--- config.mk ---
export PLATFORM = sky130hd
export DESIGN_NAME = eled_sqrt_cell
export DESIGN_NICKNAME = d
export VERILOG_FILES = /design/src/rtl/eled_sqrt_cell.sv
export SDC_FILE = /design/constraint.sdc
export NUM_CORES = 1
export LEC_CHECK = 0
export BUFFER_PORTS_ARGS = -buffer_cell sky130_fd_sc_hd__buf_4
export CAP_MARGIN = 15
export CORE_MARGIN = 5
export CORE_UTILIZATION = 48
export CTS_CLUSTER_SIZE = 28
export DETAILED_ROUTE_END_ITERATION = 10
export GPL_TIMING_DRIVEN = 1
export PLACE_DENSITY = 0.82
export RECOVER_POWER = 50
export SYNTH_ARGS = -nofsm -noshare
export SYNTH_HDL_FRONTEND = slang
export SYNTH_SLANG_ARGS = --single-unit
--- constraint.sdc ---
create_clock -name clk_i -period 3.3 [get_ports clk_i]
set_clock_uncertainty 0.15 [all_clocks]
set_input_delay 0.33 -clock clk_i [delete_from_list [all_inputs] [get_ports clk_i]]
set_output_delay 0.33 -clock clk_i [all_outputs]
set_load 0.01 [all_outputs]
--- src/rtl/eled_sqrt_cell.sv ---
// one digit cell of the pipelined integer square root
`default_nettype none
module eled_sqrt_cell #(
  parameter int SW   = 24,
  parameter int STEP = 0
) (
  input  wire logic              clk_i,
  input  wire logic              en_i,
  input  wire logic [SW+1:0]     rem_i,
  input  wire logic [SW-1:0]     root_i,
  input  wire logic [2*SW-1:0]   x_i,
  output logic      [SW+1:0]     rem_o,
  output logic      [SW-1:0]     root_o,
  output logic      [2*SW-1:0]   x_o
);

  localparam int RW = SW + 2;

  logic [RW-1:0]   rem_sh;
  logic [RW-1:0]   trial;
  logic            ge;
  logic [RW-1:0]   rem_d, rem_q;
  logic [SW-1:0]   root_d, root_q;
  logic [2*SW-1:0] x_q;

  always_comb begin
    rem_sh = {rem_i[RW-3:0], x_i[2*STEP+1 -: 2]};
    trial  = {root_i, 2'b01};
    ge     = (rem_sh >= trial);
    rem_d  = ge ? (rem_sh - trial) : rem_sh;
    root_d = {root_i[SW-2:0], ge};
  end

  always_ff @(posedge clk_i) begin
    if (en_i) begin
      rem_q  <= rem_d;
      root_q <= root_d;
      x_q    <= x_i;
    end
  end

  assign rem_o  = rem_q;
  assign root_o = root_q;
  assign x_o    = x_q;

endmodule
`default_nettype wire

==> flow_summary.json <==
{
  "final_cells": 785,
  "syn_inst": 361,
  "tightest_slew_ps": 2860,
  "synth_area_leaders": "edfxtp_1 62%, ha_1 6.9%, a21oi_1 3.6%",
  "grt_pass1_vias": 4400,
  "critPathSlowestCell": "dlygate4sd3_1",
  "syn_area_per_cell_sq_um": 13.0,
  "ys_warn_count": 0,
  "min_period_ps": 3260,
  "whs_path_depth": 2,
  "power.density_nw_per_um2": 457,
  "synth.most_common_cell": "edfxtp_1",
  "max_freq_ghz": 0.307,
  "hold_path_class": "input pin to flop",
  "dp_cells": 694,
  "vias_per_cell": 5.66,
  "p_leak_uw": 0.00325,
  "synthFlopType": "edfxtp_1",
  "h-tree-depth": 3,
  "dr.pass1.iters": 5,
  "maxCapViolations": 1,
  "final_layout_size_suffix_gt1_share_pct": 39.9,
  "crit_type": "input pin to flop",
  "final_antenna_net_count": 0,
  "finalMaxSlewViolations": 49,
  "synth-edff-count": 98,
  "path_depth": 12,
  "wl_mm": 18.5,
  "failed_checks": "max-capacitance violations, max-slew violations",
  "period_share_pct": 98.8,
  "grt_usage_pct": 27.5,
  "timing.slew.headroom_pct": -90.4,
  "hold_viol": 0,
  "cts_buffers": 9,
  "setup-tns-final_ps": 0,
  "cts_tree": "built",
  "gp_congestion": 0.858,
  "synthTopCellsByCount": "98 x edfxtp_1, 36 x inv_1, 34 x a21oi_1, 29 x nor2_1, 26 x ha_1",
  "synthToLayoutAreaGrowth_pct": 59.4,
  "clk_pin_slew_worst_paths_ps": 100,
  "die_h_microns": 109,
  "synth_nets": 487,
  "fill_cells": 532,
  "crit_arrival_ps": 3230,
  "grt_pass1_wl_mm": 24.6,
  "vdd.ir_drop.worst_uv": 291,
  "clock-sinks": 98,
  "setup_violations": 0,
  "drtIter0Drc": 451,
  "placementRows": 36,
  "dp_hpwl_mm": 10.2,
  "overflow": 0,
  "multi_input_area_sq_um": 1720,
  "start_util_pct": 48.6,
  "dieWidth_microns": 109,
  "path_buf_inv": 4,
  "outcome": "finished with violations",
  "rsz0062_at_grt": "true",
  "nets": 773,
  "synth_top_area_cell": "edfxtp_1",
  "post_drt_wl_per_cell_microns": 23.6,
  "remaining_drc_errors": 0,
  "yosysTopAreaCellShare_pct": 62.5,
  "netlist_area_sq_um": 4710,
  "ctsLongestPathBuffers": 2,
  "async_flop_share_pct": 0,
  "cp_slowest_stage_delay_ps": 540,
  "register_area_sq_um": 2940,
  "grt_start_max_net_pins": 99,
  "io_buffer_count": 195,
  "crit_path_max_fanout": 8,
  "yosysSeqAreaShare_pct": 62.5,
  "crit_family": "buffers and inverters",
  "endpoint_kind": "flop",
  "cts_root_buffer": "clkbuf_8",
  "n_antenna_cell": 0,
  "crit_chain": "dlygate4sd3_1 -> buf_4 -> inv_1 -> ha_1 -> nand2_1 -> nor4_4 -> o311ai_4 -> a31oi_2 -> o2111ai_2 -> a31oi_4 -> buf_8 -> mux2_4",
  "start_kind": "input pin",
  "ys_ff_latch": 98,
  "antenna_found_initial": 0,
  "die-area_sq_um": 11900,
  "yosys.cell_types.count": 50,
  "core_sq_um": 9680,
  "io_pins": 198,
  "required_ps": 3270,
  "vias": 4445
}
==> per-layer routing <==
layer,share of wire [%],vias up,GRT usage (%)
met5,0,-,0
met3,11,64,7.10
met2,49,364,47.7
met4,4.0,0,11.1
met1,36,2101,32.4
li1,-,1916,-
==> final timing paths <==
path,slack (ps),from,endpoint
hold / removal,120,rem_i[18],rem_o[20]
setup / recovery,40,root_i[7],rem_o[7]
==> flip-flops by register name, summed over array words and instances, names as in the netlist <==
name	cells
root_o	24
rem_o	26
x_o	48
==> cells in the final DEF (no fill, tap or decap), drive strengths merged, types with 10 or more instances in the layout <==
cell type and instances:
buf 166, edfxtp 98, dlygate4sd3 66, clkbuf 62
inv 38, a21oi 34, nor2 29, ha 26
xnor2 15, a21o 12, a31oi 11, o21ai 10
==> repair_timing <==
item,4_1_cts,5_1_grt
endpoints found under the hold margin,69,0
buffers inserted,0,6
hold buffers,69,0
setup endpoints to repair,0,25
gates resized for setup,0,33
==> metrics by stage <==
step	hold slack [ps]	total power, uW	util [%]	instance area, sq um	setup WS, ps
3_3_place_gp	359	2320	66.0	6400	123
5_1_grt	117	3550	77.5	7510	-70.7
6_report	124	3430	77.5	7510	40.5
2_1_floorplan	279	1950	-	4710	322
3_5_place_dp	360	2350	66.0	6400	109
4_1_cts	13.1	3270	75.4	7300	7.73
==> layout make-up <==
type / instances / area share [%]
clock buffers: 11 / 1.75
clock inverters: 5 / 1.13
inverters: 36 / 1.80
multi-input cells: 216 / 22.9
flip-flops and latches: 98 / 39.2
well taps: 133 / 2.22
repair buffers: 286 / 31.0
==> report_power, final <==
part	switching (uW)	internal [uW]
clock network	477	435
logic	477	474
registers	52.1	1520
==> logic make-up (layout without fill, tap and decap cells) <==
family	Yosys count	after routing	synth area share, %
and+or+nand+nor	71	71	7.60
adders and majority gates	26	26	6.91
buffers and inverters	47	338	4.22
DFF	98	98	62.5
muxes	8	8	1.89
xor gates and xnor gates	21	21	3.91
AOI/OAI and AO/OA	90	90	13.0
Power figures use the tool's default switching activity.
