--- config.mk ---
export PLATFORM = sky130hd
export DESIGN_NAME = eled_out_buf
export DESIGN_NICKNAME = d
export VERILOG_FILES = /design/src/rtl/eled_out_buf.sv
export SDC_FILE = /design/constraint.sdc
export NUM_CORES = 1
export LEC_CHECK = 0
export ABC_AREA = 1
export BUFFER_PORTS_ARGS = -buffer_cell sky130_fd_sc_hd__buf_2
export CORE_ASPECT_RATIO = 1.2
export CORE_UTILIZATION = 45
export CTS_CLUSTER_DIAMETER = 60
export DETAILED_ROUTE_END_ITERATION = 10
export PLACE_DENSITY = 0.73
export SYNTH_ARGS = -nofsm -noshare
export SYNTH_HDL_FRONTEND = slang
export SYNTH_SLANG_ARGS = --single-unit
--- constraint.sdc ---
create_clock -name clk_i -period 1.8 [get_ports clk_i]
set_input_delay 0 -clock clk_i [delete_from_list [all_inputs] [get_ports clk_i]]
set_output_delay 0 -clock clk_i [all_outputs]
set_load 0.05 [all_outputs]
--- src/rtl/eled_out_buf.sv ---
// output register with one skid entry, holds the pipeline while full
`default_nettype none
module eled_out_buf #(
  parameter int W = 16
) (
  input  wire logic         clk_i,
  input  wire logic         rst_ni,
  input  wire logic         valid_i,
  input  wire logic [W-1:0] data_i,
  output logic              en_o,
  output logic              valid_o,
  input  wire logic         stall_i,
  output logic      [W-1:0] data_o
);

  logic         out_vld_q;
  logic         skid_vld_q;
  logic [W-1:0] out_q;
  logic [W-1:0] skid_q;
  logic         take;
  logic         load_out;
  logic         load_skid;

  always_comb begin
    take      = out_vld_q && !stall_i;
    load_out  = !skid_vld_q && valid_i && (!out_vld_q || take);
    load_skid = !skid_vld_q && valid_i && out_vld_q && !take;
  end

  always_ff @(posedge clk_i or negedge rst_ni) begin
    if (!rst_ni) begin
      out_vld_q  <= 1'b0;
      skid_vld_q <= 1'b0;
    end else if (skid_vld_q) begin
      if (take) begin
        skid_vld_q <= 1'b0;
      end
    end else if (load_out) begin
      out_vld_q <= 1'b1;
    end else if (load_skid) begin
      skid_vld_q <= 1'b1;
    end else if (take) begin
      out_vld_q <= 1'b0;
    end
  end

  always_ff @(posedge clk_i) begin
    if (skid_vld_q && take) begin
      out_q <= skid_q;
    end else if (load_out) begin
      out_q <= data_i;
    end
    if (load_skid) begin
      skid_q <= data_i;
    end
  end

  assign en_o    = !skid_vld_q;
  assign valid_o = out_vld_q;
  assign data_o  = out_q;

endmodule
`default_nettype wire

==> flow_summary.toml <==
[status]
status = "complete, no violations"

[grt]
grt_antenna_before_repair = 0
grt_max_degree = 20
grt.total_usage_pct = 18.4
overflow = 0
grt_pass1_vias = 998
grt_pass1_wl_mm = 4.42

[sta]
tns_ns = 0
hold_viol = 0
worst-slew-pin-transition_ns = 0.521
min_period_ns = 1.46
layout_setup_ws_ns = 0.337
drv_slew = 0
finalSetupViolations = 0
skew_ns = 0.00836
maxSlewHeadroom_pct = 65.2
max_freq_ghz = 0.683
rsz0062_at_grt = "no"
fin_crit_sh_pct = 81.3

[setup_path]
worstReg2RegEnd = "data_o[10]"
cp_max_fo = 16
start_kind = "register"
cp.required_ns = 1.77
rrSetupSlack_ns = 0.34
critPathKind = "register to register"
worst_r2r_path_depth = 3
rr_startpoint = "skid_vld_q"
end_kind = "register"
cp.arrival_ns = 1.43

[route]
drt-vias-per-instance = 5.06
first_iter_violations = 45
drt-pass1-iter-count = 4
wl_per_cell_um = 13.0
vias = 977
post-route-drc-count = 0
drt.antenna.violating_nets = 0
drt-total-wl_mm = 2.51

[cts]
cts_sinks = 34
clk_latency_ns = 0.32
cts_tree = "built"
path_clk_slew_ns = 0.09
clockBufferDepth = 2
cts_buffers = 5
h-tree-depth = 2
root_buffer = "clkbuf_4"

[synth]
synth_edf_count = 32
ys_warn_count = 0
yosysUniqueCellTypes = 14
synth_area_leaders = "edfxtp_1 70%, nand2_1 10%, nand4_1 7.3%, dfrtp_1 3.6%, buf_6 3.3%"
yosys_most_used_dff = "edfxtp_1"
avgSynthCellArea_sq_um = 13.8
ys_seq_area_share_pct = 73.3
yosysMostFrequentCell = "nand2_1"
synth_cells = 100
synthArstFlopShare_pct = 5.88
synth-seq-cells = 34
synth_top_area_cell = "edfxtp_1"
synth_area_sq_um = 1380
synth_common_cells = "37 x nand2_1, 32 x edfxtp_1, 16 x nand4_1"
synth_nets = 120
yosysTopAreaCellShare_pct = 69.7

[floorplanning]
core_sq_um = 2860
die_area_sq_um = 3290
die_w_um = 52.5
die_h_um = 62.6
start_util_pct = 48.1
pin_count = 38
std_cell_rows = 21

[layout]
antenna_cells = 0
areaGrowthSynthToFinish_pct = 29.9
layout-drive-gt1-share_pct = 31.4
nets = 178
n_fill_cell = 237
utilization_pct = 62.5
layout.cells.non_filler = 193

[worst_hold_path]
hold_depth = 3
hold_path_startpoint = "valid_i"
hp-class = "input pin to register"
holdPathEnd = "valid_o"

[place]
gp_congestion = 0.785
dp_hpwl_mm = 1.58
port_buffers = 37
dp_slack_ns = 0.311
post-place-cells = 167

[pwr]
combinationalPowerShare_pct = 41.6
seqPwrFrac_pct = 43.9
p_sw_uw = 1160
swShare_pct = 43.6
p_total_uw = 2660
power_density_nw_per_um2 = 1490
pwr-share-clk_pct = 14.5
ir_drop_uv = 809
internal_power_uw = 1500
cellLeakagePower_uw = 0.000754

[run]
cap_violations = 0
[final cells by class]
cell class / count / area [sq um] / share of cell area (%)
Clock buffer: 6 / 41.3 / 2.31
Sequential cell: 34 / 1010 / 56.5
Inverter: 2 / 10.0 / 0.559
Tap cell: 34 / 42.5 / 2.38
Multi-Input combinational cell: 58 / 297 / 16.6
Clock inverter: 2 / 8.76 / 0.489
Timing Repair Buffer: 57 / 380 / 21.2
[stage by stage]
step,area (sq um),hold slack (ns)
2_1_floorplan,1400,-0.296
3_3_place_gp,1560,-0.214
3_5_place_dp,1560,-0.211
4_1_cts,1790,0.0599
5_1_grt,1790,0.0725
6_report,1790,0.0637
[power by group through the flow]
stage | combinational [uW] | clock [uW] | sequential, uW
final | 1110 | 385 | 1170
after global routing | 1180 | 440 | 1190
after CTS | 1110 | 398 | 1170
after detailed placement | 1080 | 0 | 1190
after floorplan | 467 | 0 | 1670
after global placement | 1060 | 0 | 1180
[layer usage]
| layer | wire (um) | track usage [%] | vias to the layer above |
|---|---|---|---|
| met3 | 92 | 3.89 | 7 |
| met1 | 1000 | 22.4 | 460 |
| met2 | 1360 | 29.1 | 27 |
| li1 | - | - | 483 |
| met5 | 0 | 0 | - |
| met4 | 57 | 10.9 | 0 |
[critical path, stage by stage (launching register included)]
cell      delay (ns)
dfrtp_1         0.41
inv_2           0.06
nand2_1         0.15
a21boi_4        0.49
[registers in the layout (all words and copies together) (netlist names)]
name and count:
skid_q 16, valid_o 1, skid_vld_q 1, data_o 16
[cell families (layout without fill, tap and decap cells)]
kind of cell,Yosys count,after routing,synth area share [%]
AND/OR/NAND/NOR,56,56,19.2
buffers and inverters,8,67,6.53
AO/OA/AOI/OAI,2,2,0.907
flip-flops,34,34,73.3
[worst max path at each step]
| stage | slack, ns | start | end |
|---|---|---|---|
| after floorplan | 0.06 | valid_o | data_o[0] |
| after global placement | 0.37 | skid_vld_q | data_o[6] |
| after detailed placement | 0.31 | skid_vld_q | data_o[6] |
| after CTS | 0.30 | skid_vld_q | data_o[3] |
| after global routing | 0.26 | skid_vld_q | data_o[3] |
| final | 0.34 | skid_vld_q | data_o[10] |
[cells in the final DEF, fill, tap and decap left out]
master,instances
nand4_1,16
edfxtp_1,32
nand3_1,1
nand2_1,37
clkbuf_4,5
clkinv_2,1
clkbuf_1,1
inv_2,1
nand3_4,1
o21ai_1,1
clkinv_1,1
dfrtp_1,2
dlygate4sd3_1,18
a21boi_4,1
buf_4,2
nor2_4,1
buf_2,37
inv_4,1
[repair_timing]
item	CTS	global route
hold endpoints to repair	34	0
hold buffers	18	0
resized for setup	0	0
buffers inserted	0	0
Note: power is estimated with default switching activity, not from simulation.
