<file path="src/rtl/eled_pkg.sv">
// shared constants and types of the early-late envelope discriminator
`default_nettype none
package eled_pkg;

  localparam int SAMPLE_WIDTH_DEF  = 24;
  localparam int FRACTION_BITS_DEF = 15;

  localparam int OUT_W       = 16;
  localparam int OUT_MAX     = 32767;
  localparam int OUT_NEG_LIM = 32768;

  typedef struct packed {
    logic neg;
    logic zero;
  } eled_flags_t;

endpackage
`default_nettype wire

</file>
<file path="src/rtl/eled_div_cell.sv">
// one quotient-bit cell of the pipelined restoring divider
`default_nettype none
module eled_div_cell
  import eled_pkg::*;
#(
  parameter int SW = 24,
  parameter int FB = 15
) (
  input  wire logic        clk_i,
  input  wire logic        en_i,
  input  wire logic [SW+2:0] rem_i,
  input  wire logic [FB-1:0] q_i,
  input  wire logic [SW:0]   s_i,
  input  wire eled_flags_t   flags_i,
  output logic      [SW+2:0] rem_o,
  output logic      [FB-1:0] q_o,
  output logic      [SW:0]   s_o,
  output eled_flags_t        flags_o
);

  localparam int DW = SW + 3;

  logic [DW-1:0] sh;
  logic [DW-1:0] dv;
  logic          ge;
  logic [DW-1:0] rem_d, rem_q;
  logic [FB-1:0] q_d, q_q;
  logic [SW:0]   s_q;
  eled_flags_t   flags_q;

  always_comb begin
    sh    = {rem_i[DW-2:0], 1'b0};
    dv    = {1'b0, s_i, 1'b0};
    ge    = (sh >= dv);
    rem_d = ge ? (sh - dv) : sh;
    q_d   = {q_i[FB-2:0], ge};
  end

  always_ff @(posedge clk_i) begin
    if (en_i) begin
      rem_q   <= rem_d;
      q_q     <= q_d;
      s_q     <= s_i;
      flags_q <= flags_i;
    end
  end

  assign rem_o   = rem_q;
  assign q_o     = q_q;
  assign s_o     = s_q;
  assign flags_o = flags_q;

endmodule
`default_nettype wire

</file>
<file path="config.mk">
export PLATFORM = sky130hd
export DESIGN_NAME = eled_div_cell
export DESIGN_NICKNAME = d
export VERILOG_FILES = /design/src/rtl/eled_pkg.sv /design/src/rtl/eled_div_cell.sv
export SDC_FILE = /design/constraint.sdc
export NUM_CORES = 1
export LEC_CHECK = 0
export BUFFER_PORTS_ARGS = -buffer_cell sky130_fd_sc_hd__buf_2
export CAP_MARGIN = 20
export CELL_PAD_IN_SITES_DETAIL_PLACEMENT = 0
export CELL_PAD_IN_SITES_GLOBAL_PLACEMENT = 1
export CORE_ASPECT_RATIO = 0.6
export CORE_MARGIN = 4
export CORE_UTILIZATION = 40
export CTS_BUF_LIST = sky130_fd_sc_hd__clkbuf_16
export DETAILED_ROUTE_END_ITERATION = 16
export PLACE_DENSITY = 0.89
export SYNTH_ARGS = -nofsm -noshare
export SYNTH_HDL_FRONTEND = slang
export SYNTH_SLANG_ARGS = --single-unit
</file>
<file path="constraint.sdc">
create_clock -name clk_i -period 5.5 [get_ports clk_i]
set_input_delay 0.55 -clock clk_i [delete_from_list [all_inputs] [get_ports clk_i]]
set_output_delay 0.55 -clock clk_i [all_outputs]
set_load 0.01 [all_outputs]
</file>
==> results of run 1 <==
[layout by cell type, fill, tap and decap left out, drive strengths merged, types with 2 or more instances in the layout]
cell type,netlist,routed
clkinvlp,0,2
o21bai,3,3
buf,7,137
nor3,5,5
clkbuf,1,9
clkinv,0,3
o211ai,2,2
ha,25,25
and3,3,3
a211oi,2,2
inv,33,35
o31ai,4,4
nand2,37,37
nand2b,2,2
edfxtp,68,68
o21ai,25,25
a31oi,4,4
a221oi,3,3
a21oi,23,23
nor2,9,9
nor2b,2,2
xnor2,12,12
o21a,3,3
nand4b,2,2
a21o,11,11
xor2,9,9
nand4,4,4
nand3,7,7
nor3b,2,2
o41ai,2,2
[routing by layer]
| metal | routed length (um) | track usage | part of all wire |
|---|---|---|---|
| met2 | 3770 | 0.238 | 0.41 |
| met3 | 918 | 0.0890 | 0.099 |
| met1 | 4480 | 0.233 | 0.48 |
| met5 | 0 | 0 | 0 |
| met4 | 78 | 0.0308 | 0.0084 |
[synth_stat cells, types with 3 or more instances]
| library cell | number | share of area |
|---|---|---|
| buf_2 | 5 | 0.0066 |
| o31ai_1 | 3 | 0.0059 |
| nand4_1 | 4 | 0.0066 |
| nor3_1 | 5 | 0.0066 |
| xnor2_1 | 12 | 0.028 |
| inv_1 | 33 | 0.033 |
| o21ai_1 | 9 | 0.012 |
| a21o_1 | 11 | 0.022 |
| edfxtp_1 | 68 | 0.54 |
| a31oi_1 | 3 | 0.0049 |
| a21oi_1 | 20 | 0.026 |
| o21a_1 | 3 | 0.0059 |
| nand2_1 | 35 | 0.035 |
| ha_1 | 25 | 0.082 |
| xor2_1 | 9 | 0.021 |
| nand3_1 | 6 | 0.0079 |
| o21bai_1 | 3 | 0.0059 |
| o21ai_0 | 16 | 0.021 |
| nor2_1 | 9 | 0.0089 |
[stage by stage]
step | power (mW) | instance area [um2] | hold WS [ps] | util
2_1_floorplan | 0.878 | 3790 | 649 | -
3_3_place_gp | 1.00 | 4600 | 727 | 0.499
3_5_place_dp | 1.01 | 4600 | 728 | 0.499
4_1_cts | 1.55 | 4880 | 375 | 0.529
5_1_grt | 1.61 | 4880 | 374 | 0.529
6_report | 1.53 | 4880 | 380 | 0.529
[area by class of cell]
cell class / instances / area, um2
clock buffers: 9 / 225
clock inverters: 7 / 51.3
fillers: 826 / 4350
inverters: 33 / 124
multi-input cells: 218 / 1580
flip-flops and latches: 68 / 2040
well taps: 130 / 163
repair buffers: 137 / 691
[sequential cells by signal, summed over array words and instances (netlist names)]
| signal | flops |
|---|---|
| rem_o | 26 |
| flags_o | 2 |
| q_o | 15 |
| s_o | 25 |
[power breakdown]
group	leakage (nW)	total, mW	switching, mW	internal [mW]
Sequential	0.665	0.654	0.0119	0.642
Clock	0.132	0.532	0.225	0.307
Combinational	1.37	0.344	0.202	0.142
Total	2.16	1.53	0.440	1.09
[logic make-up after synthesis]
logic type                 after synthesis  synth area share
AOI/OAI and AO/OA                       92             0.177
and+or+nand+nor                         77            0.0996
DFF                                     68             0.538
buffers and inverters                   41            0.0452
adders and majority gates               26            0.0877
xor gates and xnor gates                21            0.0485
other                                    1          0.000988
muxes                                    1           0.00297
[how the worst max path moves through the flow]
stage                                endpoint      from  cells after the start
after floorplan            rem_o[2]$_DFFE_PP_  rem_i[0]                     12
after global placement    rem_o[24]$_DFFE_PP_  rem_i[0]                     14
after detailed placement  rem_o[24]$_DFFE_PP_  rem_i[0]                     14
after CTS                 rem_o[24]$_DFFE_PP_  rem_i[0]                     14
after global routing      rem_o[24]$_DFFE_PP_  rem_i[0]                     14
final                     rem_o[24]$_DFFE_PP_  rem_i[0]                     14
==> results.txt, run 1 <==
Kind of critical path: input port to register
Fin worst setup slack: 2040 ps
Final nets: 564
Post-synthesis net count: 424
P_leak: 2.16 nW
Slowest CP cell: a21oi_4
Post-route DRC: 0
Clock transition at path regs: 60 ps
Crit path buffers/inverters: 4
WHS Path Cells: 1
Non-filler cells, final: 602
Setup WS pre-CTS: 1710 ps
Post-DP HPWL: 7170 um
Peak supply drop: 0.155 mV
Worst path max stage delay: 630 ps
# rows: 27
WL per Instance: 15.4 um
Fin crit period: 3460 ps
Clk Tree Root Cell: clkbuf_16
Clk sinks: 68
Final period utilization: 0.629
Final Max Slew Viols: 0
Share of layout cells above drive strength 1: 0.362
Number of buffers created by CTS: 9
Ys flop type: edfxtp_1
Final ANT Viol Nets: 0
Unique masters post-synth: 57
Initial antenna violation count: 0
Worst setup EP type: register
CP Data Required Time: 5660 ps
Slew @ Worst Pin: 864 ps
Mapped Cells: 327
Setup TNS: 0 ps
CTS Hold Bufs: 0
Crit path arrival time: 3620 ps
Sequential area share after synthesis: 0.538
Run status: complete, no violations
CTS tree: yes
Synthesis Warnings: 0
Die Width: 134 um
FF+latch count, synth: 68
Max Cap Viol: 0
First-pass GRT wire length: 14,800 um
Antenna diodes: 0
Ports: 140
Dpl cells: 586
Max transition margin: 0.424
Hold Path Class: input port to register
Hold worst-path end: q_o[5]$_DFFE_PP_
Max Fclk: 289 MHz
Die area: 11,200 um2
Initial Util: 0.411
Pwr Density: 314 nW/um2
Largest net degree at the start of global routing: 69
Max H-tree Level: 3
Initial DRT Pass Iterations: 4
All-Layer GR Usage: 0.169
Area growth syn-to-layout: 28.5%
CP delay by family, top: compound AO/OA/AOI/OAI gates
RSZ-0062 raised after global routing: false
PortBufs: 136
Synthesized area per cell: 11.6 um2
Vias in the first global route: 2,913
Critical Path Start Type: input port
CP dominant cell by count: inv_1
Min-delay src: q_i[4]
CP Max Fanout: 28
Core area: 9220 um2
GP Congestion: 0.801
DRT iter0 DRCs: 83
Hold Fails Final Rpt: 0
Max Root-Sink Buffers: 2
Post-Syn Area: 3790 um2
Height of the die: 83.4 um
WL final: 9240 um
Cells along the critical path: buf_2 -> inv_1 -> ha_1 -> inv_1 -> fa_1 -> a21o_1 -> a221oi_2 -> nand3_1 -> nand3_2 -> o41ai_4 -> a21oi_4 -> buf_4 -> nor3_1 -> a311oi_1
Grt total ovfl: 0
Cts repair resizes: 0
Post-synth EDFFs: 68
Post-CTS setup buffer count: 0
Final setup viols: 0
Via density: 4.85
Asr flop ratio synth: 0
Via Count: 2,918
(Power assumes the default switching activity.)
==> run 2: changes to the inputs <==
ABC_AREA = 1   (was default)
CORE_UTILIZATION = 37   (was 40)
PLACE_DENSITY = 0.86   (was 0.89)
clock period = 3.2 ns   (was 5.5 ns; I/O delays follow)
==> results.txt, run 2 <==
Final setup viols: 0 (unchanged)
Top-count cell post-synth: nand2_1
Peak supply drop: 0.238 mV (+53%)
Cells along the critical path: buf_2 -> inv_1 -> ha_1 -> inv_1 -> fa_1 -> nand3_1 -> nand3_2 -> nand2_1 -> nand3_4 -> buf_4 -> nand2_1 -> nand2_1
Cts repair resizes: 0 (unchanged)
Pwr Density: 518 nW/um2 (+65%)
Asr flop ratio synth: 0 (unchanged)
GP Congestion: 0.840 (+4.8%)
Synthesis Warnings: 0 (unchanged)
Tot Pwr: 2.94 mW (+92%)
Register Area: 2040 um2 (unchanged)
Initial DRT Pass Iterations: 5 (+1)
PortBufs: 136 (unchanged)
Commonest non-fill, non-tap cell in the layout: nand2_1
Share of layout cells above drive strength 1: 0.254 (-0.109)
Final period utilization: 0.688
CP delay by family, top: simple AND/OR/NAND/NOR gates
Max FFs per register: 26 (unchanged)
Non-filler cells, final: 889 (+48%)
Critical Path Start Type: input port
Fill count: 1,158 (+40%)
Via Count: 3,983 (+36%)
Initial antenna violation count: 0 (unchanged)
Max transition margin: 0.433 (+0.00864)
CTS Hold Bufs: 0 (unchanged)
Max H-tree Level: 3 (unchanged)
Synthesized area per cell: 7.76 um2 (-33%)
All-Layer GR Usage: 0.180 (+0.0112)
Clk sinks: 68 (unchanged)
Number of buffers created by CTS: 9 (unchanged)
Grt total ovfl: 0 (unchanged)
Post-synthesis net count: 678 (+60%)
Most frequent cells in the layout: nand2_1, buf_2, inv_1
Final nets: 821 (+46%)
DRT iter0 DRCs: 232 (+180%)
CP dominant cell by count: nand2_1
Clk Tree Root Cell: clkbuf_16
Max Fclk: 454 MHz
P_leak: 3.08 nW (+43%)
Area growth syn-to-layout: 25.9%
Post-Syn Area: 4510 um2 (+19%)
Dpl cells: 873 (+49%)
Initial Util: 0.389 (-0.0227)
Height of the die: 93.5 um (+12%)
Sequential area share after synthesis: 0.453 (-0.0853)
Post-CTS setup buffer count: 0 (unchanged)
Hold Fails Final Rpt: 0 (unchanged)
Dpl cell area: 5340 um2 (+16%)
Ys flop type: edfxtp_1
Ports: 140 (unchanged)
# rows: 30 (+11%)
Multi-input gate area: 1940 um2 (+22%)
Min-delay src: q_i[13]
Max Cap Viol: 0 (unchanged)
Run status: complete, no violations
RSZ-0062 raised after global routing: false
Via density: 4.48 (-7.6%)
WL final: 12,600 um (+36%)
Die Width: 151 um (+13%)
Hold Path Class: input port to register
CP Data Required Time: 3280 ps (-2380 ps)
Slowest CP cell: fa_1
Most frequent cells after synthesis: nand2_1, inv_1, edfxtp_1
Post-DP HPWL: 10,200 um (+42%)
Core area: 11,600 um2 (+26%)
Setup WS pre-CTS: 655 ps (-1050 ps)
Final instance area: 5680 um2 (+16%)
CP Max Fanout: 20 (-29%)
Hold slack final: 160 ps (-220 ps)
Clock transition at path regs: 60 ps (about the same)
Crit path arrival time: 2280 ps (-1340 ps)
Worst path max stage delay: 450 ps (-180 ps)
Kind of critical path: input port to register
Die area: 14,100 um2 (+26%)
Synth area leaders: edfxtp_1, nand2_1, inv_1
Antenna diodes: 0 (unchanged)
Synth top area share: 0.453 (-0.0853)
Mapped Cells: 581 (+78%)
Worst setup EP type: register
Final Max Slew Viols: 0 (unchanged)
Slew @ Worst Pin: 851 ps (-13.0 ps)
Fin worst setup slack: 998 ps (-1040 ps)
Final ANT Viol Nets: 0 (unchanged)
First-pass GRT wire length: 19,500 um (+32%)
FF+latch count, synth: 68 (unchanged)
WHS Path Cells: 1 (unchanged)
Yosys top cell by area: edfxtp_1
Vias in the first global route: 3,763 (+29%)
Setup TNS: 0 ps (unchanged)
Finished Core Util: 0.490 (-0.0392)
Fin crit period: 2200 ps
Largest net degree at the start of global routing: 69 (unchanged)
WL per Instance: 14.1 um (-7.9%)
Post-route DRC: 0 (unchanged)
Post-synth EDFFs: 68 (unchanged)
Hold worst-path end: q_o[14]$_DFFE_PP_
Max Root-Sink Buffers: 2 (unchanged)
Unique masters post-synth: 29 (-49%)
CTS tree: yes
Crit path buffers/inverters: 4 (unchanged)
run 2: per-layer routing:
layer / up-vias / GRT usage / part of all wire
li1: 2077 / - / -
met1: 1753 / 0.278 / 0.54
met2: 144 / 0.250 / 0.37
met3: 9 / 0.0484 / 0.084
met4: 0 / 0.0335 / 0.0071
met5: - / 0 / 0
run 2: logic make-up (layout without fill, tap and decap cells):
| group | after synthesis | in the layout | synth area share |
|---|---|---|---|
| buffers and inverters | 129 | 277 | 0.118 |
| DFF | 68 | 68 | 0.453 |
| AOI/OAI and AO/OA | 13 | 13 | 0.0166 |
| and+or+nand+nor | 331 | 331 | 0.313 |
| adders and majority gates | 26 | 26 | 0.0738 |
| xor gates and xnor gates | 13 | 13 | 0.0252 |
| other | 1 | 1 | 0.000832 |
run 2: where the power goes:
group          internal (mW)  leakage [nW]  switching, mW
sequential              1.10         0.665         0.0204
clock                  0.760         0.167          0.386
combinational          0.242          2.25          0.433
total                   2.10          3.08          0.840
run 2: how the worst max path moves through the flow:
stage                     slack, ps  startpoint  cells past startpoint             endpoint
after global routing            880    rem_i[0]                     12  rem_o[12]$_DFFE_PP_
final                          1000    rem_i[0]                     12  rem_o[16]$_DFFE_PP_
after detailed placement        650    rem_i[0]                     11  rem_o[26]$_DFFE_PP_
after CTS                      1000    rem_i[0]                     12  rem_o[14]$_DFFE_PP_
after floorplan                1270    rem_i[0]                     11  rem_o[21]$_DFFE_PP_
after global placement          670    rem_i[0]                     12  rem_o[14]$_DFFE_PP_
run 2: layout make-up:
class	instances	area share
clock buffer	9	0.0397
tap	160	0.0353
timing repair buffer	137	0.122
inverter	124	0.0828
sequential	68	0.360
multi-input combinational	384	0.341
clock inverter	7	0.0203
==> run 3: changes to the inputs <==
ABC_AREA = 0   (was 1)
CORE_UTILIZATION = 38   (was 37)
PLACE_DENSITY = 0.85   (was 0.86)
clock period = 2.3 ns   (was 3.2 ns; I/O delays follow)
==> results.txt, run 3 (same netlist as run 1, synthesis figures left out) <==
Dpl cell area: 5210 um2 (-2.4%)
Hold worst-path end: q_o[5]$_DFFE_PP_
Final Max Slew Viols: 0 (unchanged)
Hold Path Class: input port to register
GP Congestion: 0.860 (+2.4%)
Commonest non-fill, non-tap cell in the layout: buf_2
Max Root-Sink Buffers: 2 (unchanged)
Initial antenna violation count: 1 (+1)
Max FFs per register: 26 (unchanged)
Final ANT Viol Nets: 0 (unchanged)
# rows: 27 (-10%)
Crit path arrival time: 2360 ps (+80 ps)
CP delay by family, top: compound AO/OA/AOI/OAI gates
Max Cap Viol: 0 (unchanged)
Final instance area: 5740 um2 (+1.1%)
Max transition margin: 0.641 (+0.208)
Pwr Density: 713 nW/um2 (+38%)
CP Max Fanout: 3 (-85%)
Max H-tree Level: 3 (unchanged)
Hold Fails Final Rpt: 0 (unchanged)
Ports: 140 (unchanged)
Number of buffers created by CTS: 9 (unchanged)
Kind of critical path: input port to register
Slew @ Worst Pin: 538 ps (-312 ps)
Largest net degree at the start of global routing: 39 (-43%)
Slowest CP cell: fa_2
Fin crit period: 2260 ps
Core area: 9460 um2 (-18%)
Initial DRT Pass Iterations: 4 (-1)
All-Layer GR Usage: 0.176 (-0.00420)
Critical Path Start Type: input port
Peak supply drop: 0.502 mV (+110%)
Cells along the critical path: buf_12 -> inv_12 -> ha_4 -> inv_2 -> fa_2 -> a21o_1 -> a221oi_2 -> nand3_1 -> nand3_2 -> o41ai_4 -> a21oi_4 -> buf_6 -> mux2_4
Via density: 4.75 (+6.1%)
RSZ-0062 raised after global routing: true
WL final: 10,400 um (-17%)
First-pass GRT wire length: 16,100 um (-17%)
Worst path max stage delay: 380 ps (-70 ps)
Grt total ovfl: 0 (unchanged)
Share of layout cells above drive strength 1: 0.494 (+0.240)
Most frequent cells in the layout: buf_2, buf_4, edfxtp_1
Area growth syn-to-layout: 51.4%
Final setup viols: 0 (unchanged)
Initial Util: 0.401 (+0.0124)
Max Fclk: 442 MHz
Post-route DRC: 0 (unchanged)
Die Width: 137 um (-9.0%)
Post-DP HPWL: 8090 um (-20%)
Antenna diodes: 0 (unchanged)
Tot Pwr: 4.09 mW (+39%)
Die area: 11,700 um2 (-17%)
WL per Instance: 15.3 um (+7.9%)
Finished Core Util: 0.607 (+0.118)
Via Count: 3,246 (-19%)
CTS tree: yes
Run status: complete, no violations
Clock transition at path regs: 60 ps (about the same)
PortBufs: 136 (unchanged)
Min-delay src: q_i[4]
Final nets: 645 (-21%)
Worst setup EP type: register
Clk Tree Root Cell: clkbuf_16
Fill count: 817 (-29%)
Final period utilization: 0.983
WHS Path Cells: 1 (unchanged)
DRT iter0 DRCs: 133 (-43%)
Clk sinks: 68 (unchanged)
Setup WS pre-CTS: -425 ps (-1080 ps)
Height of the die: 85.4 um (-8.7%)
Crit path buffers/inverters: 4 (unchanged)
Vias in the first global route: 3,309 (-12%)
P_leak: 2.63 nW (-15%)
CP Data Required Time: 2400 ps (-880 ps)
Fin worst setup slack: 39.7 ps (-958 ps)
run 3: where the power goes:
part           leakage [nW]  switching [mW]  internal [mW]
clock                 0.147           0.570          0.856
sequential            0.665          0.0315           1.53
combinational          1.82           0.565          0.536
run 3: area by class of cell:
class | instances | area, um2 | area share
Sequential cell | 68 | 2040 | 0.355
Multi-Input combinational cell | 218 | 1720 | 0.300
Timing Repair Buffer | 218 | 1380 | 0.239
Clock buffer | 9 | 225 | 0.0392
Tap cell | 130 | 163 | 0.0283
Inverter | 33 | 136 | 0.0237
Clock inverter | 7 | 81.3 | 0.0142
run 3: metal layers:
| metal | track usage | wire length (um) | vias to the layer above |
|---|---|---|---|
| met4 | 0.0489 | 104 | 2 |
| met3 | 0.0533 | 783 | 12 |
| met2 | 0.263 | 4310 | 106 |
| met5 | 0 | 20 | - |
| li1 | - | - | 1649 |
| met1 | 0.248 | 5200 | 1477 |
run 3: timing repair:
item,4_1_cts,5_1_grt
endpoints found under the setup margin,11,27
pin swaps,1,17
gates resized for setup,0,39
setup buffers,3,3
hold buffers,0,0
gates cloned,0,1
hold endpoints to repair,0,0
run 3: worst max path at each step:
stage / from / endpoint / slack, ps / cells after the start
2_1_floorplan: rem_i[0] / rem_o[2]$_DFFE_PP_ / -150 / 12
3_5_place_dp: rem_i[0] / rem_o[7]$_DFFE_PP_ / -430 / 13
5_1_grt: rem_i[0] / rem_o[2]$_DFFE_PP_ / -70 / 13
4_1_cts: s_i[4] / rem_o[26]$_DFFE_PP_ / 20 / 12
3_3_place_gp: rem_i[0] / rem_o[2]$_DFFE_PP_ / -340 / 12
6_report: rem_i[0] / rem_o[2]$_DFFE_PP_ / 40 / 13
run 3: through the flow:
stage	instances	TNS, ps	hold WS, ps
2_1_floorplan	327	-669	329
3_3_place_gp	660	-7700	407
3_5_place_dp	660	-9420	408
4_1_cts	679	0	45.0
5_1_grt	683	-933	43.5
6_report	683	0	60.8
